===== config.mk =====
export PLATFORM = sky130hd
export DESIGN_NAME = vna_fifo
export DESIGN_NICKNAME = d
export VERILOG_FILES = /design/src/vna_pkg.sv /design/src/vna_fifo.sv
export SDC_FILE = /design/constraint.sdc
export NUM_CORES = 1
export LEC_CHECK = 0
export ABC_AREA = 0
export BUFFER_PORTS_ARGS = -buffer_cell sky130_fd_sc_hd__buf_4
export CAP_MARGIN = 20
export CORE_MARGIN = 1
export CORE_UTILIZATION = 50
export CTS_CLUSTER_SIZE = 28
export DETAILED_ROUTE_END_ITERATION = 12
export GPL_TIMING_DRIVEN = 0
export HOLD_SLACK_MARGIN = 0.06
export PLACE_DENSITY = 0.74
export SLEW_MARGIN = 20
export SYNTH_ARGS = -nofsm -noshare
export SYNTH_HDL_FRONTEND = slang
export SYNTH_SLANG_ARGS = --single-unit

===== constraint.sdc =====
create_clock -name clk -period 8.8 [get_ports clk]
set_input_delay 1.32 -clock clk [delete_from_list [all_inputs] [get_ports clk]]
set_output_delay 1.32 -clock clk [all_outputs]
set_load 0.05 [all_outputs]

===== src/vna_pkg.sv =====
// Shared types and constants for the vertex normal accumulator.
`default_nettype none
package vna_pkg;
  localparam int MAX_VERTICES = 1024;
  localparam int VIDX_W = $clog2(MAX_VERTICES);
  localparam int VCNT_W = VIDX_W + 1;
  localparam int COORD_W = 16;
  localparam int EDGE_W = COORD_W + 1;
  localparam int SUM_W = 48;
  localparam int NORM_W = 16;
  localparam int VTX_W = 3 * COORD_W;
  localparam int SUMS_W = 3 * SUM_W;
  localparam int MUL_W = 32;
  localparam int PROD_W = 2 * MUL_W;
  localparam int MAG_W = 30;
  localparam int HI_BIT = 30;
  localparam int LO_BIT = 29;
  localparam int SQ_W = 64;
  localparam int LEN_W = 32;
  localparam int UNIT_SHIFT = 14;
  localparam int NUM_W = MAG_W + UNIT_SHIFT + 1;
  localparam int QBITS = UNIT_SHIFT + 1;
  localparam int STEP_W = 4;
  localparam int IN_DATA_W = 88;
  localparam int OUT_DATA_W = 3 * NORM_W;
  localparam int CFG_IDX_W = 1;
  localparam int CFG_DATA_W = VCNT_W;

  localparam logic [CFG_IDX_W-1:0] REG_VERTEX_COUNT = 1'd0;
  localparam logic [CFG_IDX_W-1:0] REG_WEIGHTED = 1'd1;
  localparam logic [VCNT_W-1:0] VCOUNT_RESET = VCNT_W'(MAX_VERTICES);

  typedef enum logic [1:0] {
    CMD_WRITE = 2'd0,
    CMD_ADD   = 2'd1,
    CMD_READ  = 2'd2,
    CMD_CLEAR = 2'd3
  } cmd_t;

  typedef struct packed {
    cmd_t                       cmd;
    logic                       flag;
    logic [VIDX_W-1:0]          vi;
    logic signed [COORD_W-1:0]  x;
    logic signed [COORD_W-1:0]  y;
    logic signed [COORD_W-1:0]  z;
    logic [VIDX_W-1:0]          ca;
    logic [VIDX_W-1:0]          cb;
    logic [VIDX_W-1:0]          cc;
  } item_t;

  typedef struct packed {
    logic  valid;
    item_t item;
  } qhead_t;

  typedef struct packed {
    logic pop;
    logic init_busy;
  } bstat_t;

  typedef enum logic [4:0] {
    ST_INIT, ST_IDLE, ST_VWR, ST_LDA, ST_LDB, ST_LDC, ST_EDGE, ST_CROSS,
    ST_SRD, ST_SCAP, ST_ABS, ST_SHIFT, ST_SQ, ST_SQRT, ST_DSET, ST_DIV,
    ST_UDONE, ST_ACC_RD, ST_ACC_WR, ST_CLR, ST_RESP
  } bstate_t;
endpackage
`default_nettype wire


===== src/vna_fifo.sv =====
// Two-entry queue between the front and the back.
`default_nettype none
module vna_fifo (
  input  wire logic            clk,
  input  wire logic            rst_n,
  input  wire logic            push,
  input  wire vna_pkg::item_t  push_item,
  input  wire logic            pop,
  output logic                 full,
  output vna_pkg::qhead_t      head
);
  import vna_pkg::*;

  item_t      mem_r [2];
  logic       wp_r;
  logic       rp_r;
  logic [1:0] cnt_r;

  always_ff @(posedge clk) begin
    if (push) begin
      mem_r[wp_r] <= push_item;
    end
  end

  always_ff @(posedge clk) begin
    if (!rst_n) begin
      wp_r  <= 1'b0;
      rp_r  <= 1'b0;
      cnt_r <= 2'd0;
    end else begin
      if (push) begin
        wp_r <= !wp_r;
      end
      if (pop) begin
        rp_r <= !rp_r;
      end
      cnt_r <= cnt_r + 2'(push) - 2'(pop);
    end
  end

  assign full       = cnt_r == 2'd2;
  assign head.valid = cnt_r != 2'd0;
  assign head.item  = mem_r[rp_r];
endmodule
`default_nettype wire


==> metrics.txt, run 1 <==
Setup CP Type reg -> out; Cell Area, Synth 0.00725 sq mm; register area share after synthesis between 70% and 80%; VDD IR max 0.137 mV; Slowest cell on crit path dfxtp_1; synthesized area per cell 23.8 sq um; cell taking the most area after synthesis edfxtp_1; combinational group share of total power 20.4%; Post-Syn Instances between 300 and 400; Synth Warn # 0; post-CTS setup buffer count 0; Power Density approximately 230 mW/mm^2; critical path, cell by cell buf_6, buf_12, mux2_4, buf_4; Leak approximately 3.8 nW; initial antenna violation count 0; Placed Instance Area approximately 0.009 sq mm; Worst Hold Class reg -> reg; number of synthesized register bits 187; switching power 0.582 mW; CTS resizes 0; CORE AREA 0.0140 sq mm; Max Clock Skew 0.00696 ns; Crit path max-delay family buffers and inverters; via count 3,471; GR Overflow Total 0; multi-input logic area between 0.001 and 0.0015 sq mm; Slew HR 62.9%; CP required 7.48 ns; Syn-to-layout area delta 31.7%; sequential share of power 48.3%; peak per-stage delay on the critical path 0.32 ns; DR iter-0 viols 224; Die Span Y 122 microns; routability cong. 0.693; Slew @ Worst Pin about 0.56 ns; Cell variety after synth 14; final non-filler cell total 708; Hold-fix buffers, CTS 0; vias in the first global route roughly 3,600; antenna-violating nets left 0; # diodes 0; first-pass GRT wire length 18,200 microns; Pint about 1.6 mW; Max clock buf depth 2; Fmax 0.333 GHz; Final Hold Viols 0; GRT Util Overall 16.9%; status complete, no violations; vias per inst 4.90; register area ~0.0056 sq mm; CTS tree built; RSZ-0062 raised after global routing false; die area 0.0150 sq mm; clock slew at reported path FFs about 0.060 ns; filler instances 928; switching share of total power 27.0%; Avg WL per Cell 17.3 microns; nets@finish 612; Detailed Routing Iterations Pass 1 4; largest net degree at the start of global routing 55; row cnt 43; fin area 0.00954 sq mm; CP Launch Type flip-flop; # IOs 188; hold slack final between 0.6 and 0.7 ns; clock tree sinks 187; Setup crit end kind primary output; die width 122 microns; Buffers & Inverters on Critical Path 3; H-tree depth 4; root buf cell clkbuf_16; share of layout cells above drive strength 1 61.4%; Syn Nets 401; DP Cell Count between 600 and 700; Starting Density between 50% and 60%; synth top area cells edfxtp_1 (75%), mux2_4 (19%), buf_12 (2.5%), dfxtp_1 (1.4%), and2_1 (0.35%); max cap viols 0; clock latency on the worst-skew pair 0.41 ns; Worst Path Max Fanout 10; final setup fails 0; crit share post-route between 30% and 40%; Slew Viols, Final 0; Inserted Clock Buffers 17; Worst EP arrival 1.68 ns; Setup TNS 0 ns; top-area cell type share of the netlist area between 70% and 80%; Final HPWL DP 8430 microns; Tmin final about 3 ns; I/O Buffers 187; Clock power frac 31.3%; DR DRC count 0; Post-Route WL 12,300 microns
-- layout by cell type (no fill, tap or decap), drive strengths merged --
master	count
buf	202
edfxtp	182
mux2	91
clkbuf	20
clkinvlp	7
dfxtp	5
inv	5
and2	4
nor2b	4
ha	2
clkinv	2
or2	1
xor2	1
o21a	1
xnor3	1
-- flip-flops by register name, indices dropped and copies added, names as in the netlist, named ones only --
| name | cells |
|---|---|
| mem_r | 182 |
| cnt_r | 2 |
| rp_r | 1 |
| wp_r | 1 |
-- cell type report --
class / instances / area share (%)
Timing Repair Buffer: 192 / 16.1
Clock buffer: 20 / 4.58
Multi-Input combinational cell: 105 / 15.6
Clock inverter: 12 / 0.944
Tap cell: 180 / 2.36
Buffer: 10 / 2.01
Sequential cell: 187 / 58.3
Inverter: 2 / 0.0787
-- power by group through the flow --
stage                     Sequential (mW)  Combinational [mW]  Clock, mW
final                                1.04               0.440      0.675
after global routing                 1.05               0.460      0.728
after CTS                            1.04               0.445      0.691
after detailed placement             1.06               0.444          0
after global placement               1.07               0.429          0
after floorplan                      1.06               0.311          0
-- cells in the mapped netlist --
master and n:
mux2_4 90, edfxtp_1 182, inv_1 2, xor2_1 1, or2_2 1, buf_12 9
mux2_2 1, buf_6 1, o21a_1 1, ha_1 2, dfxtp_1 5, xnor3_1 1
nor2b_1 4, and2_1 4
-- kinds of logic (layout without fill, tap and decap cells) --
| logic type | after synthesis | count (layout) | synth area share (%) |
|---|---|---|---|
| AO/OA/AOI/OAI | 1 | 1 | 0.104 |
| XOR/XNOR | 2 | 2 | 0.432 |
| adder cells (fa/ha/maj) | 2 | 2 | 0.345 |
| buffers and inverters | 12 | 236 | 2.75 |
| flip-flops | 187 | 187 | 76.8 |
| multiplexers | 91 | 91 | 18.8 |
| AND/OR/NAND/NOR | 9 | 9 | 0.777 |
-- per-layer routing --
| layer | vias up | part of all wire, % | track usage [%] |
|---|---|---|---|
| met1 | 1704 | 38 | 19.5 |
| met3 | 20 | 7.1 | 5.62 |
| met4 | 0 | 2.6 | 9.07 |
| met5 | - | 0 | 0 |
| met2 | 122 | 52 | 27.9 |
| li1 | 1625 | - | - |
-- per-stage QoR --
stage          setup WS (ns)  power, mW  util, %
2_1_floorplan           2.93       1.37        -
3_3_place_gp           0.539       1.50     63.5
3_5_place_dp            6.00       1.51     64.5
4_1_cts                 5.76       2.18     68.2
5_1_grt                 5.72       2.23     68.2
6_report                5.80       2.16     68.2
-- final timing paths --
| kind | start | endpoint | slack [ns] | cells past startpoint |
|---|---|---|---|---|
| max reg2reg | wp_r$_SDFFE_PN0P_ | mem_r[0][57]$_DFFE_PP_ | 7.13 | 4 |
| min | rp_r$_SDFFE_PN0P_ | flip-flop | 0.61 | 2 |
| min reg2reg | rp_r$_SDFFE_PN0P_ | flip-flop | 0.61 | 2 |
| max | flip-flop | head[83] | 5.80 | 4 |
-- worst min-delay path, stage by stage (launching register included) --
cell and delay, ns:
dfxtp_1 0.34, xor2_1 0.08, and2_1 0.15
No activity file was read; power rests on OpenSTA's default activity.
==> run 2, diff against run 1 <==
==> constraint.sdc (replaced) <==
create_clock -name clk -period 3 [get_ports clk]
set_input_delay 0.45 -clock clk [delete_from_list [all_inputs] [get_ports clk]]
set_output_delay 0.45 -clock clk [all_outputs]
set_load 0.05 [all_outputs]
==> run 2 against run 1 <==
Sequential cell count did not move. Highest routed layer unchanged. Routed wire length decreased by 0.29%. Critical path type unchanged. Via count shrank 0.14%.
==> metrics.txt, run 2 (synthesized netlist as in run 1, its figures left out) <==
Tmin final roughly 2.1 ns; Worst Path Max Fanout 10 (unchanged); most common cell after layout, fill and taps aside buf_4; Hold Path Depth 1 (-1); Leak 3.83 nW (+1.2%); nets@finish 612 (unchanged); Power Density 691 mW/mm^2 (+210%); Final Hold Viols 0 (unchanged); GRT Util Overall 17.1% (+0.16 points); status complete, no violations; Setup crit end kind primary output; clock latency on the worst-skew pair 0.42 ns (about the same); largest net degree at the start of global routing 38 (-31%); Max Clock Skew 0.00575 ns (-0.00121 ns); DR iter-0 viols 206 (-8.0%); I/O Buffers 187 (unchanged); r2r endpoint mem_r[1][9]$_DFFE_PP_; DR DRC count 0 (unchanged); hold path endpoint mem_r[1][67]$_DFFE_PP_; overall power 6.62 mW (+210%); via count 3,466 (-0.14%); initial antenna violation count 0 (unchanged); # diodes 0 (unchanged); Max clock buf depth 2 (unchanged); CTS tree built; RSZ-0062 raised after global routing false; Fmax 0.468 GHz; Die Span Y 122 microns (unchanged); post-CTS setup buffer count 0 (unchanged); die width 122 microns (unchanged); root buf cell clkbuf_16; Final HPWL DP 8550 microns (+1.4%); filler instances 942 (+1.5%); final setup fails 0 (unchanged); Syn-to-layout area delta 32.3%; max cap viols 0 (unchanged); hold slack final 0.209 ns (-0.405 ns); vias in the first global route 3,683 (+3.7%); Slew @ Worst Pin 0.627 ns (+0.0715 ns); Avg WL per Cell 17.3 microns (-0.15%); Worst Hold Class in -> reg; first-pass GRT wire length 18,500 microns (+1.3%); Worst EP arrival 1.69 ns (about the same); routability cong. 0.716 (+3.2%); vias per inst 4.90 (about the same); r2r startpoint wp_r$_SDFFE_PN0P_; share of layout cells above drive strength 1 61.1% (-0.26 points); CORE AREA 0.0140 sq mm (unchanged); Hold-fix buffers, CTS 0 (unchanged); Starting Density 51.8% (unchanged); CP Launch Type flip-flop; Post-Route WL 12,200 microns (-0.29%); VDD IR max 0.389 mV (+180%); Slew HR 58.1% (-4.9 points); Setup CP Type reg -> out; # IOs 188 (unchanged); Biggest register mem_r; R2R Setup Slk 1.33 ns (-5.80 ns); die area 0.0150 sq mm (unchanged); Inserted Clock Buffers 17 (unchanged); Detailed Routing Iterations Pass 1 4 (unchanged); H-tree depth 4 (unchanged); hold_sp push_item[67]; CP required 2.55 ns (-4.93 ns); most frequent cells in the layout buf_4 (187), edfxtp_1 (182), mux2_4 (90), clkbuf_16 (17), buf_12 (14); crit share post-route 71.2%; CTS resizes 0 (unchanged); clock tree sinks 187 (unchanged); clock slew at reported path FFs 0.06 ns (about the same); row cnt 43 (unchanged); Worst R2R Path Depth 3 (-1); max reg flops 182 (unchanged); Top Registers mem_r (182), cnt_r (2); GR Overflow Total 0 (unchanged); antenna-violating nets left 0 (unchanged); Slew Viols, Final 0 (unchanged)
run 2: cell types whose count changed in the layout (fill, tap and decap cells not counted):
| cell | previous run | this run |
|---|---|---|
| buf_12 | 10 | 14 |
| buf_16 | 4 | 0 |
| bufinv_16 | 0 | 4 |
| clkinv_1 | 1 | 2 |
| clkinv_4 | 0 | 1 |
| clkinvlp_4 | 7 | 0 |
| inv_6 | 2 | 3 |
| inv_8 | 1 | 0 |
run 2: area by class of cell:
cell class                      instances  area, sq um  share of cell area, %
Sequential cell                       187         5570                   58.0
Timing Repair Buffer                  192         1500                   15.7
Multi-Input combinational cell        105         1490                   15.6
Clock buffer                           20          437                   4.55
Tap cell                              180          225                   2.35
Buffer                                 10          191                   2.00
Clock inverter                         11          168                   1.75
Inverter                                2         7.51                 0.0783
run 2: metal layers:
layer | global-route usage [%] | up-vias | part of all wire [%]
li1 | - | 1618 | -
met1 | 18.3 | 1721 | 37
met2 | 30.0 | 111 | 54
met3 | 5.58 | 16 | 6.7
met4 | 8.46 | 0 | 2.0
met5 | 0 | - | 0
run 2: where the power goes:
group / leakage [nW] / internal, mW / switching, mW
Sequential: 1.75 / 3.02 / 0.0359
Clock: 0.294 / 1.39 / 0.895
Combinational: 1.78 / 0.531 / 0.751
run 2: worst max path at each step:
stage | slack (ns) | startpoint | depth (start not counted) | end
floorplan | 0.73 | push | 1 | mem_r[0][0]$_DFFE_PP_
global placement | -0.08 | push | 2 | mem_r[0][4]$_DFFE_PP_
detailed placement | 1.15 | push | 4 | mem_r[1][9]$_DFFE_PP_
CTS | 0.82 | flip-flop | 4 | head[58]
global route | 0.80 | flip-flop | 4 | head[77]
finish | 0.86 | flip-flop | 4 | head[71]
run 2: worst max-delay path: stages (launching register included):
cell	delay (ns)
dfxtp_1	0.32
buf_6	0.24
buf_12	0.19
mux2_4	0.31
buf_4	0.19
run 2: through the flow:
step | cell area, sq um | cells | utilization, % | setup TNS [ns] | setup slack (ns)
2_1_floorplan | 7260 | 304 | - | 0 | 0.734
6_report | 9590 | 707 | 68.6 | 0 | 0.863
3_3_place_gp | 8880 | 671 | 63.5 | -7.06 | -0.0818
5_1_grt | 9590 | 707 | 68.6 | 0 | 0.805
4_1_cts | 9590 | 707 | 68.6 | 0 | 0.821
3_5_place_dp | 8990 | 676 | 64.2 | 0 | 1.15
==> run 3, diff against run 2 <==
--- a/config.mk
+++ b/config.mk
@@ -9,12 +9,12 @@
 export BUFFER_PORTS_ARGS = -buffer_cell sky130_fd_sc_hd__buf_4
 export CAP_MARGIN = 20
 export CORE_MARGIN = 1
-export CORE_UTILIZATION = 50
+export CORE_UTILIZATION = 47
 export CTS_CLUSTER_SIZE = 28
 export DETAILED_ROUTE_END_ITERATION = 12
 export GPL_TIMING_DRIVEN = 0
 export HOLD_SLACK_MARGIN = 0.06
-export PLACE_DENSITY = 0.74
+export PLACE_DENSITY = 0.73
 export SLEW_MARGIN = 20
 export SYNTH_ARGS = -nofsm -noshare
 export SYNTH_HDL_FRONTEND = slang
==> constraint.sdc (replaced) <==
create_clock -name clk -period 1.8 [get_ports clk]
set_input_delay 0.27 -clock clk [delete_from_list [all_inputs] [get_ports clk]]
set_output_delay 0.27 -clock clk [all_outputs]
set_load 0.05 [all_outputs]
==> run 3 against run 2 <==
The run now ends with negative setup slack left. Count of clock-buffer cells in the layout shrank 3. Via count grew 11%. Power up 72%. Final cell count is 14% higher. Final area rose by 14%. Sequential share of layout area down 7.2 points. Die area grew 6.3%. Global-route usage rose by 1.1 points. Clock power grew 64%. Clock skew rose by 0.0019 ns. Hold slack lost 0.11 ns. Sequential cell count did not move. Largest cell class unchanged. Largest power group unchanged.
==> metrics.txt, run 3 (synthesized netlist as in run 1, its figures left out) <==
die width 126 microns (+3.1%); clock tree sinks 187 (unchanged); Post-Route WL 14,000 microns (+15%); Max clock buf depth 2 (unchanged); first-pass GRT wire length 21,600 microns (+17%); Final HPWL DP 8300 microns (-2.8%); Power Density 1040 mW/mm^2 (+51%); Worst Hold Class in -> reg; Avg WL per Cell 17.3 microns (about the same); Slew @ Worst Pin 0.615 ns (-0.0120 ns); Syn-to-layout area delta 51.3%; routability cong. 0.695 (-2.8%); share of layout cells above drive strength 1 53.5% (-7.6 points); violations in the final reports negative setup slack; Fmax 0.536 GHz; Die Span Y 126 microns (+3.1%); final setup fails 90 (+90); final non-filler cell total 809 (+14%); root buf cell clkbuf_16; r2r startpoint wp_r$_SDFFE_PN0P_; GR Overflow Total 0 (unchanged); Hold Path Depth 2 (+1); most common cell after layout, fill and taps aside edfxtp_1; Final WS setup -0.0650 ns (-0.928 ns); Worst EP arrival 1.60 ns (-0.09 ns); # diodes 0 (unchanged); # IOs 188 (unchanged); Biggest register mem_r; CP required 1.53 ns (-1.02 ns); Inserted Clock Buffers 17 (unchanged); clock slew at reported path FFs 0.06 ns (about the same); initial antenna violation count 0 (unchanged); Detailed Routing Iterations Pass 1 4 (unchanged); die area 0.0159 sq mm (+6.3%); crit share post-route 104%; via count 3,839 (+11%); antenna-violating nets left 0 (unchanged); I/O Buffers 187 (unchanged); clock latency on the worst-skew pair 0.42 ns (about the same); VDD IR max 0.732 mV (+88%); Setup crit end kind primary output; multi-input logic area 0.00149 sq mm (unchanged); hold slack final 0.103 ns (-0.106 ns); vias per inst 4.75 (-3.2%); overall power 11.4 mW (+72%); Setup TNS -4.39 ns (-4.39 ns); Slew HR 59.0% (+0.89 points); DR DRC count 0 (unchanged); max cap viols 0 (unchanged); most frequent cells in the layout edfxtp_1 (182), buf_4 (96), dlygate4sd3_1 (91), mux2_4 (90), buf_6 (88); DR iter-0 viols 175 (-15%); critical path, cell by cell buf_16, buf_12, mux2_4, buf_6; largest net degree at the start of global routing 51 (+34%); CTS tree built; r2r endpoint mem_r[1][46]$_DFFE_PP_; GRT Util Overall 18.2% (+1.1 points); fin area 0.0110 sq mm (+14%); register area 0.00557 sq mm (about the same); Placed Instance Area 0.00903 sq mm (+0.46%); R2R Setup Slk 0.20 ns (-1.13 ns); pre-CTS WS 0.137 ns (-1.01 ns); CORE AREA 0.0151 sq mm (+8.3%); Worst Path Max Fanout 10 (unchanged); hold_sp rst_n; Leak 4.36 nW (+14%); max reg flops 182 (unchanged); Tmin final about 1.9 ns; Starting Density 47.8% (-4.0 points); row cnt 45 (+4.7%); Slowest cell on crit path dfxtp_4; status finished, violations left; filler instances 876 (-7.0%); DP Cell Count 684 (+1.2%); H-tree depth 4 (unchanged); CP Launch Type flip-flop; Max Clock Skew 0.00764 ns (+0.00188 ns); Worst R2R Path Depth 2 (-1); Final Hold Viols 0 (unchanged); peak per-stage delay on the critical path 0.39 ns (+0.07 ns); Setup CP Type reg -> out; nets@finish 705 (+15%); Top Registers mem_r (182), cnt_r (2); final core occ 72.4% (+3.8 points); RSZ-0062 raised after global routing true; Slew Viols, Final 0 (unchanged); vias in the first global route 4,279 (+16%)
-- run 3: changes by cell type in the layout (fill, tap and decap cells not counted), moves of 4 or more --
cell,previous run,this run
inv_8,0,4
dlygate4sd3_1,0,91
buf_16,0,6
buf_4,187,96
buf_6,1,88
-- run 3: critical path: cells and delay by family, from the launching register on --
family | cells | cell delay [ns]
buf+inv | 3 | 0.47
flops | 1 | 0.39
mux | 1 | 0.31
-- run 3: area by class of cell --
type / count / share of cell area (%)
inverter: 2 / 0.0685
buffer: 10 / 1.83
tap: 188 / 2.15
clock buffer: 17 / 3.88
sequential: 187 / 50.8
clock inverter: 15 / 1.65
multi-input combinational: 105 / 13.6
timing repair buffer: 285 / 26.0
-- run 3: where the power goes --
group | internal (mW) | switching [mW]
Sequential | 5.03 | 0.0691
Clock | 2.11 | 1.66
Combinational | 1.19 | 1.35
-- run 3: what timing repair did --
item	CTS	global route
cloned	2	0
buffers inserted	0	0
hold buffers	91	0
resized for setup	98	2
pin swaps	0	0
endpoints found under the hold margin	182	0
endpoints found under the setup margin	91	91
-- run 3: routing by layer --
layer  GRT usage [%]  vias up  wire (microns)
met5               0        -               0
met4            5.60        0             142
met3            6.41       13             910
met2            32.6      135            7550
met1            20.2     1875            5420
li1                -     1816               -
-- run 3: worst max-delay path by stage --
| stage | endpoint | slack, ns | cells past startpoint |
|---|---|---|---|
| after floorplan | mem_r[0][0]$_DFFE_PP_ | -0.30 | 1 |
| after global placement | mem_r[0][3]$_DFFE_PP_ | -1.11 | 2 |
| after detailed placement | mem_r[1][1]$_DFFE_PP_ | 0.14 | 3 |
| after CTS | head[78] | -0.1 | 4 |
| after global routing | head[79] | -0.13 | 4 |
| final | head[58] | -0.07 | 4 |
