### config.mk
export PLATFORM = sky130hd
export DESIGN_NAME = vna_front
export DESIGN_NICKNAME = d
export VERILOG_FILES = /design/src/vna_pkg.sv /design/src/vna_front.sv
export SDC_FILE = /design/constraint.sdc
export NUM_CORES = 1
export LEC_CHECK = 0
export BUFFER_PORTS_ARGS = -buffer_cell sky130_fd_sc_hd__buf_4
export CORE_MARGIN = 4
export CORE_UTILIZATION = 31
export CTS_CLUSTER_SIZE = 28
export DETAILED_ROUTE_END_ITERATION = 16
export PLACE_DENSITY_LB_ADDON = 0.3
export SYNTH_ARGS = -nofsm -noshare
export SYNTH_HDL_FRONTEND = slang
export SYNTH_SLANG_ARGS = --single-unit
export TNS_END_PERCENT = 10
### constraint.sdc
create_clock -name clk -period 1.95 [get_ports clk]
set_input_delay 0.2925 -clock clk [delete_from_list [all_inputs] [get_ports clk]]
set_output_delay 0.2925 -clock clk [all_outputs]
set_load 0.05 [all_outputs]
### src/vna_pkg.sv
// Shared types and constants for the vertex normal accumulator.
`default_nettype none
package vna_pkg;
  localparam int MAX_VERTICES = 1024;
  localparam int VIDX_W = $clog2(MAX_VERTICES);
  localparam int VCNT_W = VIDX_W + 1;
  localparam int COORD_W = 16;
  localparam int EDGE_W = COORD_W + 1;
  localparam int SUM_W = 48;
  localparam int NORM_W = 16;
  localparam int VTX_W = 3 * COORD_W;
  localparam int SUMS_W = 3 * SUM_W;
  localparam int MUL_W = 32;
  localparam int PROD_W = 2 * MUL_W;
  localparam int MAG_W = 30;
  localparam int HI_BIT = 30;
  localparam int LO_BIT = 29;
  localparam int SQ_W = 64;
  localparam int LEN_W = 32;
  localparam int UNIT_SHIFT = 14;
  localparam int NUM_W = MAG_W + UNIT_SHIFT + 1;
  localparam int QBITS = UNIT_SHIFT + 1;
  localparam int STEP_W = 4;
  localparam int IN_DATA_W = 88;
  localparam int OUT_DATA_W = 3 * NORM_W;
  localparam int CFG_IDX_W = 1;
  localparam int CFG_DATA_W = VCNT_W;

  localparam logic [CFG_IDX_W-1:0] REG_VERTEX_COUNT = 1'd0;
  localparam logic [CFG_IDX_W-1:0] REG_WEIGHTED = 1'd1;
  localparam logic [VCNT_W-1:0] VCOUNT_RESET = VCNT_W'(MAX_VERTICES);

  typedef enum logic [1:0] {
    CMD_WRITE = 2'd0,
    CMD_ADD   = 2'd1,
    CMD_READ  = 2'd2,
    CMD_CLEAR = 2'd3
  } cmd_t;

  typedef struct packed {
    cmd_t                       cmd;
    logic                       flag;
    logic [VIDX_W-1:0]          vi;
    logic signed [COORD_W-1:0]  x;
    logic signed [COORD_W-1:0]  y;
    logic signed [COORD_W-1:0]  z;
    logic [VIDX_W-1:0]          ca;
    logic [VIDX_W-1:0]          cb;
    logic [VIDX_W-1:0]          cc;
  } item_t;

  typedef struct packed {
    logic  valid;
    item_t item;
  } qhead_t;

  typedef struct packed {
    logic pop;
    logic init_busy;
  } bstat_t;

  typedef enum logic [4:0] {
    ST_INIT, ST_IDLE, ST_VWR, ST_LDA, ST_LDB, ST_LDC, ST_EDGE, ST_CROSS,
    ST_SRD, ST_SCAP, ST_ABS, ST_SHIFT, ST_SQ, ST_SQRT, ST_DSET, ST_DIV,
    ST_UDONE, ST_ACC_RD, ST_ACC_WR, ST_CLR, ST_RESP
  } bstate_t;
endpackage
`default_nettype wire

### src/vna_front.sv
// Input side: config registers, item unpacking and index range check.
`default_nettype none
module vna_front (
  input  wire logic                              clk,
  input  wire logic                              rst_n,
  input  wire logic                              in_tvalid,
  output logic                                   in_tready,
  input  wire logic [vna_pkg::IN_DATA_W-1:0]     in_tdata,
  input  wire logic [1:0]                        in_tuser,
  input  wire logic                              cfg_we,
  input  wire logic [vna_pkg::CFG_IDX_W-1:0]     cfg_index,
  input  wire logic [vna_pkg::CFG_DATA_W-1:0]    cfg_wdata,
  input  wire logic                              q_full,
  input  wire vna_pkg::bstat_t                   bstat,
  output logic                                   push,
  output vna_pkg::item_t                         push_item,
  output logic                                   weighted
);
  import vna_pkg::*;

  logic [VCNT_W-1:0] vcount_r;
  logic              weighted_r;
  item_t             it;

  always_ff @(posedge clk) begin
    if (!rst_n) begin
      vcount_r   <= VCOUNT_RESET;
      weighted_r <= 1'b1;
    end else if (cfg_we) begin
      case (cfg_index)
        REG_VERTEX_COUNT: vcount_r <= cfg_wdata[VCNT_W-1:0];
        REG_WEIGHTED:     weighted_r <= cfg_wdata[0];
        default: ;
      endcase
    end
  end

  // index >= count is the same as index >= min(count, MAX_VERTICES)
  always_comb begin
    it.cmd = cmd_t'(in_tuser);
    it.vi  = in_tdata[9:0];
    it.x   = in_tdata[25:10];
    it.y   = in_tdata[41:26];
    it.z   = in_tdata[57:42];
    it.ca  = in_tdata[67:58];
    it.cb  = in_tdata[77:68];
    it.cc  = in_tdata[87:78];
    case (it.cmd)
      CMD_WRITE, CMD_READ: it.flag = {1'b0, it.vi} >= vcount_r;
      CMD_ADD: it.flag = ({1'b0, it.ca} >= vcount_r) || ({1'b0, it.cb} >= vcount_r)
                         || ({1'b0, it.cc} >= vcount_r);
      default: it.flag = 1'b0;
    endcase
  end

  assign in_tready = !q_full && !bstat.init_busy;
  assign push      = in_tvalid && in_tready;
  assign push_item = it;
  assign weighted  = weighted_r;
endmodule
`default_nettype wire

==> run_results.csv, run 1 <==
group,metric,value,unit
sta,slew_viol_final,0,
pwr,p_leak,1.19,nW
placed_design,dp.cells,354,
global_route,gr-usage-all-layers,0.108,
synth,synthCells,253,
floorplan,initial_core_util,0.321,
synth,postSynthAreaPerCell,8.05,sq um
synth,synth_area,2040,sq um
pwr,irDropWorstVdd,0.000278,V
sta,setup_violations,1,
clock_tree,holdBufCountCts,0,
sta,finClkSkew,0,ps
sta,setup_ws,-356,ps
placed_design,io_buffers,105,
detailed_routing,detail_route.vias_per_cell,4.55,
setup_path,cp_data_required_time,1660,ps
final_layout,multi_input_area,1130,sq um
final_layout,nFillCells,678,
sta,slew_headroom,0.733,
sta,worst_pin_slew,401,ps
global_route,antenna_found_initial,0,
job,maxCapViolations,0,
sta,finalSetupTns,-356,ps
sta,rsz0062_at_grt,"yes",
final_layout,ff_latch_area,244,sq um
detailed_routing,routedWlPerCell,12.9,microns
setup_path,worstPathArrival,2010,ps
final_layout,stdcell_area,2450,sq um
clock_tree,htree_levels,1,
synth,synth_top_family_by_area,"buffers and inverters",
floorplan,die_height,89.1,microns
synth,syn-num-nets,402,
placed_design,postPlaceCellArea,2350,sq um
setup_path,crit_end,"push_item[88]",
clock_tree,clockBufferDepth,2,
synth,synth_warnings,0,
detailed_routing,dr.pass1.iters,4,
synth,synth_cell_type_count,29,
floorplan,row_count,29,
setup_path,endpoint_kind,"output pin",
placed_design,dp_hpwl,4170,microns
detailed_routing,drt_iter0_markers,18,
min_path,hp-class,"input port to flip-flop",
setup_path,worstSetupPathType,"flip-flop to output pin",
floorplan,die-area,7930,sq um
sta,fmax,434,MHz
clock_tree,cts_buffers,3,
global_route,grt_pass1_wl,6870,microns
sta,fin_crit,2310,ps
synth,synthAdderAreaFrac,0.246,
pwr,power_density,443,nW/um^2
clock_tree,cts_sinks,12,
final_layout,area_delta_synth_final,20.3,%
final_layout,layout-drive-gt1-share,0.491,
final_layout,post-route-util,0.386,
detailed_routing,vias,1629,
detailed_routing,postRouteAntennaNets,0,
clock_tree,clk_pin_slew_worst_paths,50,ps
clock_tree,root_buffer,"clkbuf_8",
final_layout,final_nets,432,
setup_path,critPathLaunchType,"flip-flop",
synth,synth-xor-area-share,0,
setup_path,crit_fanout,4,
setup_path,rr_worst_depth,3,
placed_design,finalWeightedCongestion,0.715,
detailed_routing,drc,0,
sta,hold_viol,0,
global_route,grt_overflow_total,0,
synth,synth_seq_cells,12,
setup_path,r2r_start,"vcount_r[8]",
clock_tree,clkLatencyLatePin,230,ps
sta,fin_crit_sh,1.18,
setup_path,rrSetupSlack,1240,ps
global_route,first_global_vias,1583,
clock_tree,cts_tree,"yes",
final_layout,antenna_cells,0,
run_status,violations,"negative setup slack",
floorplan,io_pins,203,
global_route,grt_max_degree,13,
setup_path,r2r-end,"vcount_r[8]",
synth,synth-compound-area-share,0.152,
floorplan,core_area,6350,sq um
synth,muxShareOfSynthArea,0,
floorplan,die_width,89.1,microns
final_layout,fin_cells,358,
synth,seq_area_frac_synth,0.118,
synth,yosys.area_share.simple,0.123,
setup_path,crit_path_start,"vcount_r[8]",
run_status,outcome,"finished with violations",
detailed_routing,wirelength,4610,microns
[worst min path at each step]
stage               cells after the start           from            to  slack (ps)
floorplan                               2  cfg_wdata[10]  vcount_r[10]         420
global placement                        2    vcount_r[2]   vcount_r[2]         450
detailed placement                      2    vcount_r[4]   vcount_r[4]         460
CTS                                     3  cfg_wdata[10]  vcount_r[10]         270
global route                            3  cfg_wdata[10]  vcount_r[10]         280
finish                                  3  cfg_wdata[10]  vcount_r[10]         270
[cells in the mapped netlist]
cell,count,share of area
buf_4,90,0.33
ha_1,40,0.25
nand2_1,26,0.048
inv_1,13,0.024
dfxtp_1,12,0.12
a21boi_0,10,0.037
a21oi_1,9,0.022
o21ai_0,6,0.015
a21o_1,5,0.018
nand3_1,5,0.012
nor2_1,5,0.0092
a211oi_1,4,0.015
clkbuf_1,3,0.0055
nand2b_1,3,0.0092
nand4_1,3,0.0092
nor2b_1,3,0.0092
nand4b_1,2,0.0086
nor3_1,2,0.0049
o2111ai_1,2,0.0086
a2111oi_4,1,0.014
a211o_1,1,0.0043
a21oi_2,1,0.0043
a22o_1,1,0.0043
a22oi_1,1,0.0037
and2_1,1,0.0031
and4b_2,1,0.0055
nand3b_1,1,0.0037
o21a_1,1,0.0037
o22ai_1,1,0.0031
[final cells by class]
| class | instances | share of cell area |
|---|---|---|
| tap | 77 | 0.0393 |
| inverter | 13 | 0.0209 |
| timing repair buffer | 118 | 0.363 |
| sequential | 12 | 0.0996 |
| clock buffer | 3 | 0.0169 |
| multi-input combinational | 135 | 0.460 |
[report_power, final]
part	internal (W)	switching, W
logic	0.000255	0.000347
registers	0.000259	0.00000935
clock network	0.000135	0.0000796
[layer usage]
metal,GRT usage,share of wire
met4,0.0365,0.025
met3,0.0184,0.090
met2,0.189,0.48
met5,0,0
met1,0.135,0.40
[state kept, by name, summed over array words and instances (netlist names)]
name / flops
weighted: 1
vcount_r: 11
[through the flow]
stage | hold WS (ps) | setup slack, ps | total power [W]
global route | 280 | -481 | 0.00117
CTS | 269 | -397 | 0.00110
global placement | 453 | -247 | 0.000855
floorplan | 417 | 13.0 | 0.000947
detailed placement | 457 | -250 | 0.000863
finish | 272 | -356 | 0.00108
[placed cells by master, fill, tap and decap left out, types with 2 or more instances in the layout]
cell type	instances
nand3_1	5
a211oi_1	3
nor3_1	2
ha_1	37
nand4b_1	2
dfxtp_2	3
inv_1	10
a21o_1	5
nor2b_1	3
ha_4	3
a21oi_2	2
nand2b_1	3
nor2_1	5
o21ai_0	3
inv_2	2
buf_4	117
a21oi_1	8
dfxtp_1	9
clkbuf_8	3
a21boi_0	10
nand4_1	3
nand2_1	26
o21ai_1	3
[repair_timing]
| action | CTS | global route |
|---|---|---|
| setup buffers | 1 | 0 |
| pin swaps | 2 | 1 |
| resized for setup | 12 | 2 |
| setup endpoints to repair | 1 | 1 |
[worst max-delay path: stages, from the launching register on]
cell and delay, ps:
dfxtp_2 330, inv_4 80, ha_4 190, a21o_1 180, a2111oi_4 290, a21oi_2 100
a21oi_2 120, o2111ai_2 110, a22o_4 230, buf_6 150
[cells by family after synthesis]
group / count (synthesis)
fa+ha+maj: 40
buf+inv: 106
flops: 12
compound gates: 43
simple gates: 52
(Power assumes the default switching activity.)
==> run 2: changes to the inputs <==
--- a/config.mk
+++ b/config.mk
@@ -5,12 +5,14 @@
 export SDC_FILE = /design/constraint.sdc
 export NUM_CORES = 1
 export LEC_CHECK = 0
+export ABC_AREA = 1
 export BUFFER_PORTS_ARGS = -buffer_cell sky130_fd_sc_hd__buf_4
 export CORE_MARGIN = 4
 export CORE_UTILIZATION = 31
 export CTS_CLUSTER_SIZE = 28
 export DETAILED_ROUTE_END_ITERATION = 16
 export PLACE_DENSITY_LB_ADDON = 0.3
+export SKIP_CTS_REPAIR_TIMING = 1
 export SYNTH_ARGS = -nofsm -noshare
 export SYNTH_HDL_FRONTEND = slang
 export SYNTH_SLANG_ARGS = --single-unit
==> run 2 against run 1 <==
Via count grew 12%. Final cell count is 20% higher. Worst setup slack better by 250 ps. The flow still finishes with violations (negative setup slack). Critical path type unchanged. Synthesized area up 7.0%. Global-route usage grew 0.17 points. Critical path depth is 2 higher. Clock skew unchanged. Clock power up 21%. Sequential share of layout area is 0.74 points lower. Design area rose by 8.6%.
==> run_results.csv, run 2 <==
group,metric,value,unit
sta,fin_crit_sh,1.05,
placed_design,dp.cells,424,
final_layout,post-route-util,0.392,
final_layout,fin_cells,428,
synth,synth_seq_cells,12,
sta,fmax,488,MHz
global_route,grt_pass1_wl,7870,microns
clock_tree,clkLatencyLatePin,230,ps
detailed_routing,drc,0,
clock_tree,clockBufferDepth,2,
setup_path,rr_worst_depth,3,
clock_tree,cts_sinks,12,
placed_design,dp_hpwl,4430,microns
pwr,power_density,470,nW/um^2
clock_tree,cts_buffers,3,
synth,seq_area_frac_synth,0.110,
final_layout,multi_input_area,1310,sq um
synth,netlist_top_cells_count,"90 x buf_4, 60 x nand2_1, 40 x ha_1, 30 x inv_1, 24 x nor2_1",
detailed_routing,drt_iter0_markers,20,
setup_path,critPathLaunchType,"flip-flop",
floorplan,io_pins,203,
final_layout,final_cell_mix,"106 x buf_4, 55 x nand2_1, 30 x ha_1",
floorplan,core_area,6790,sq um
final_layout,layout-drive-gt1-share,0.458,
sta,slew_viol_final,0,
synth,synth_top_area_frac,0.310,
detailed_routing,top_layer,"met4",
global_route,grt_overflow_total,0,
detailed_routing,routedWlPerCell,11.7,microns
sta,worst_pin_slew,254,ps
global_route,first_global_vias,1783,
final_layout,largest_reg_flops,11,
synth,synth_edf_count,0,
min_path,hp-class,"input port to flip-flop",
detailed_routing,vias,1826,
floorplan,die_width,91.9,microns
synth,synth_warnings,0,
detailed_routing,dr_wl_met3,496,microns
synth,synth_cell_type_count,23,
detailed_routing,wirelength,5000,microns
floorplan,initial_core_util,0.321,
sta,setup_ws,-101,ps
setup_path,endpoint_kind,"output pin",
synth,synth_most_common_cell,"buf_4",
final_layout,top_register,"vcount_r",
floorplan,die-area,8440,sq um
sta,finClkSkew,0,ps
final_layout,ff_latch_area,245,sq um
clock_tree,root_buffer,"clkbuf_8",
sta,slew_headroom,0.830,
pwr,irDropWorstVdd,0.000353,V
sta,rsz0062_at_grt,"yes",
sta,fin_crit,2050,ps
setup_path,r2r-end,"vcount_r[10]",
placed_design,io_buffers,105,
setup_path,crit_fanout,5,
sta,setup_violations,1,
min_path,hold_depth,3,
detailed_routing,detail_route.vias_per_cell,4.27,
run_status,outcome,"finished with violations",
detailed_routing,drt-met1-wl,1960,microns
synth,synth_area,2180,sq um
synth,synthCells,314,
sta,hold_viol,0,
synth,async_flop_share,0,
sta,finalSetupTns,-101,ps
clock_tree,cts_tree,"yes",
final_layout,final_nets,482,
min_path,hp-start,"cfg_wdata[10]",
setup_path,worstPathArrival,1760,ps
synth,syn-num-nets,463,
sta,worst_hold_slack,277,ps
clock_tree,clk_pin_slew_worst_paths,50,ps
synth,synth.area.top_cells,"buf_4 31%, ha_1 23%, dfxtp_1 11%",
clock_tree,htree_levels,1,
floorplan,row_count,30,
pwr,p_leak,1.37,nW
global_route,antenna_found_initial,0,
run_status,violations,"negative setup slack",
global_route,gr-usage-all-layers,0.110,
synth,postSynthAreaPerCell,6.94,sq um
synth,synth_top_flop_cell,"dfxtp_1",
setup_path,r2r_start,"vcount_r[10]",
floorplan,die_height,91.9,microns
final_layout,nFillCells,715,
detailed_routing,postRouteAntennaNets,0,
setup_path,worstSetupPathType,"flip-flop to output pin",
detailed_routing,wl_met2,2500,microns
setup_path,rrSetupSlack,1150,ps
synth,yosysTopAreaCell,"buf_4",
global_route,grt_max_degree,20,
final_layout,antenna_cells,0,
setup_path,cp_data_required_time,1660,ps
job,maxCapViolations,0,
placed_design,finalWeightedCongestion,0.788,
final_layout,mostFrequentLayoutCell,"buf_4",
detailed_routing,dr.pass1.iters,4,
min_path,min_to,"vcount_r[10]",
final_layout,area_delta_synth_final,22.0,%
==> run 2: changes by cell type in the layout (fill, tap and decap cells not counted), sizes merged, moves of 6 or more <==
cell and delta:
nor2 +21, o21ai +6, a21oi +7, nand2 +34, buf -11, a21boi -10, inv +18
==> run 2: report_power, final <==
part	total, W	switching, W	internal (W)	leakage, nW
clock	0.000261	0.0000837	0.000178	0.0288
sequential	0.000273	0.00000970	0.000263	0.101
combinational	0.000715	0.000427	0.000289	1.24
==> run 2: per-stage QoR <==
step	cell area [sq um]	total power, W	worst slack, ps
final	2660	0.00125	-101
after global routing	2660	0.00136	-267
after CTS	2460	0.00119	-245
after detailed placement	2410	0.000932	8.91
after global placement	2410	0.000920	43.8
after floorplan	2180	0.00101	147
==> run 2: cell families after synthesis <==
family                     Yosys count  synth area share
and+or+nand+nor                    104             0.204
AOI/OAI and AO/OA                   34            0.0838
adders and majority gates           40             0.230
DFF                                 12             0.110
buffers and inverters              124             0.373
==> run 2: how the worst max path moves through the flow <==
stage	from	to	cells past startpoint	slack [ps]
finish	vcount_r[9]	push_item[88]	11	-100
global route	vcount_r[9]	push_item[88]	11	-270
CTS	vcount_r[6]	push_item[88]	11	-250
detailed placement	vcount_r[6]	push_item[88]	11	9
global placement	vcount_r[6]	push_item[88]	11	40
floorplan	vcount_r[8]	push_item[88]	10	150
==> run 2: worst max-delay path, stage by stage (launching register included) <==
cell	delay, ps
dfxtp_2	330
inv_4	60
ha_4	280
nand2_4	60
nor3_4	170
nand2_1	90
nor2_2	110
a21oi_2	40
nand3_1	100
nand2_1	50
nand2_1	70
buf_6	150
==> run 2: metal layers <==
metal / track usage / up-vias
li1: - / 963
met5: 0 / -
met3: 0.0377 / 8
met1: 0.128 / 772
met2: 0.193 / 83
met4: 0.0272 / 0
==> run 2: final cells by class <==
| type | count | share of cell area |
|---|---|---|
| well taps | 96 | 0.0452 |
| multi-input cells | 178 | 0.492 |
| inverters | 31 | 0.0466 |
| flip-flops and latches | 12 | 0.0922 |
| clock buffers | 4 | 0.0207 |
| repair buffers | 107 | 0.303 |
==> run 3: changes to the inputs <==
--- a/config.mk
+++ b/config.mk
@@ -5,7 +5,6 @@
 export SDC_FILE = /design/constraint.sdc
 export NUM_CORES = 1
 export LEC_CHECK = 0
-export ABC_AREA = 1
 export BUFFER_PORTS_ARGS = -buffer_cell sky130_fd_sc_hd__buf_4
 export CORE_MARGIN = 4
 export CORE_UTILIZATION = 31
==> constraint.sdc (replaced) <==
create_clock -name clk -period 2.1 [get_ports clk]
set_input_delay 0.315 -clock clk [delete_from_list [all_inputs] [get_ports clk]]
set_output_delay 0.315 -clock clk [all_outputs]
set_load 0.05 [all_outputs]
==> run 3 against run 2 <==
The run still ends with negative setup slack left. Core utilization is 0.85 points lower. Design area is 8.6% lower. Sequential power is 9.2% lower. Largest power group unchanged. Clock skew stayed put. Global-route usage is 0.25 points lower. First-iteration DRC count is 25% higher. Worst setup slack worse by 180 ps. Via count is 11% lower.
==> run_results.csv, run 3 (same netlist as run 1, synthesis figures left out) <==
group,metric,value,unit
final_layout,antenna_cells,0,
setup_path,cp_common_cell,"a21oi_2",
clock_tree,cts_sinks,12,
placed_design,postPlaceCellArea,2320,sq um
final_layout,top_register,"vcount_r",
setup_path,critPathLaunchType,"flip-flop",
detailed_routing,routedWlPerCell,13.1,microns
floorplan,die_width,89.1,microns
placed_design,dp_hpwl,4150,microns
final_layout,post-route-util,0.383,
final_layout,area_delta_synth_final,19.4,%
sta,finClkSkew,0,ps
final_layout,ff_latch_area,243,sq um
sta,rsz0062_at_grt,"yes",
final_layout,fin_cells,355,
detailed_routing,wl_met2,2240,microns
setup_path,r2r-end,"vcount_r[0]",
sta,hold_viol,0,
detailed_routing,top_layer,"met4",
final_layout,nFillCells,677,
final_layout,final_cell_mix,"114 x buf_4, 37 x ha_1, 26 x nand2_1",
setup_path,r2r_start,"vcount_r[0]",
global_route,grt_pass1_wl,6740,microns
placed_design,io_buffers,105,
setup_path,worstPathArrival,2070,ps
pwr,power_density,413,nW/um^2
floorplan,die_height,89.1,microns
global_route,first_global_vias,1548,
sta,finalSetupTns,-282,ps
setup_path,crit_chain,"inv_2 > ha_4 > a21o_1 > a2111oi_4 > a21oi_2 > a21oi_2 > o2111ai_2 > a22o_4 > buf_8",
job,maxCapViolations,0,
clock_tree,clockBufferDepth,2,
run_status,outcome,"finished with violations",
detailed_routing,drt_iter0_markers,25,
floorplan,core_area,6350,sq um
clock_tree,cts_buffers,3,
sta,fin_crit,2380,ps
global_route,grt_max_degree,13,
placed_design,dp_slack,-256,ps
pwr,irDropWorstVdd,0.000305,V
min_path,hp-class,"input port to flip-flop",
setup_path,cp_slowest_stage_delay,320,ps
floorplan,io_pins,203,
setup_path,rr_worst_depth,4,
run_status,violations,"negative setup slack",
final_layout,stdcell_area,2430,sq um
detailed_routing,dr_wl_met3,432,microns
pwr,p_leak,1.18,nW
clock_tree,htree_levels,1,
sta,worst_pin_slew,709,ps
clock_tree,clkLatencyLatePin,230,ps
floorplan,die-area,7930,sq um
detailed_routing,postRouteAntennaNets,0,
clock_tree,cts_tree,"yes",
setup_path,crit_fanout,2,
sta,fmax,420,MHz
final_layout,layout-drive-gt1-share,0.482,
detailed_routing,drc,0,
setup_path,crit_path_top_delay_cell,"dfxtp_2",
sta,slew_viol_final,0,
floorplan,initial_core_util,0.321,
setup_path,crit_path_start,"vcount_r[8]",
detailed_routing,detail_route.vias_per_cell,4.57,
global_route,gr-usage-all-layers,0.108,
setup_path,worstSetupPathType,"flip-flop to output pin",
sta,setup_ws,-282,ps
floorplan,row_count,29,
sta,setup_violations,1,
clock_tree,root_buffer,"clkbuf_8",
min_path,hold_depth,3,
clock_tree,clk_pin_slew_worst_paths,50,ps
placed_design,dp.cells,352,
detailed_routing,vias,1622,
global_route,antenna_found_initial,0,
detailed_routing,drt-met1-wl,1910,microns
placed_design,finalWeightedCongestion,0.716,
sta,slew_headroom,0.527,
final_layout,largest_reg_flops,11,
setup_path,rrSetupSlack,1280,ps
setup_path,cp_data_required_time,1780,ps
final_layout,multi_input_area,1130,sq um
final_layout,mostFrequentLayoutCell,"buf_4",
setup_path,endpoint_kind,"output pin",
detailed_routing,dr.pass1.iters,4,
global_route,grt_overflow_total,0,
sta,fin_crit_sh,1.13,
final_layout,final_nets,429,
detailed_routing,wirelength,4650,microns
min_path,hp-start,"cfg_wdata[10]",
min_path,min_to,"vcount_r[10]",
[run 3: worst max-delay path by stage]
stage	to	slack [ps]	cells after the start
global placement	push_item[88]	-210	9
finish	push_item[88]	-280	9
detailed placement	push_item[88]	-260	9
global route	push_item[88]	-380	9
CTS	push_item[88]	-460	9
floorplan	push_item[88]	20	8
[run 3: routing by layer]
| metal | global-route usage | vias to the layer above |
|---|---|---|
| li1 | - | 831 |
| met4 | 0.0501 | 0 |
| met5 | 0 | - |
| met3 | 0.0194 | 10 |
| met2 | 0.182 | 71 |
| met1 | 0.132 | 710 |
[run 3: final cells by class]
type,count,area share
flip-flops and latches,12,0.0998
well taps,77,0.0396
inverters,13,0.0201
repair buffers,115,0.358
multi-input cells,135,0.466
clock buffers,3,0.0170
[run 3: report_power, final]
group / switching, W / total, W / leakage, nW / internal, W
Sequential: 0.00000736 / 0.000248 / 0.0992 / 0.000240
Clock: 0.0000712 / 0.000196 / 0.0216 / 0.000125
Combinational: 0.000324 / 0.000560 / 1.06 / 0.000235
[run 3: worst max-delay path, delay by kind of cell, from the launching register on]
family                   cells  cell delay (ps)
AO/OA/AOI/OAI                6             1080
adder cells (fa/ha/maj)      1              210
buffers and inverters        2              230
flip-flops                   1              320
[run 3: per-stage QoR]
| stage | total power, W | hold slack, ps |
|---|---|---|
| 2_1_floorplan | 0.000878 | 439 |
| 3_3_place_gp | 0.000789 | 452 |
| 3_5_place_dp | 0.000797 | 458 |
| 4_1_cts | 0.00100 | 289 |
| 5_1_grt | 0.00108 | 324 |
| 6_report | 0.00100 | 293 |
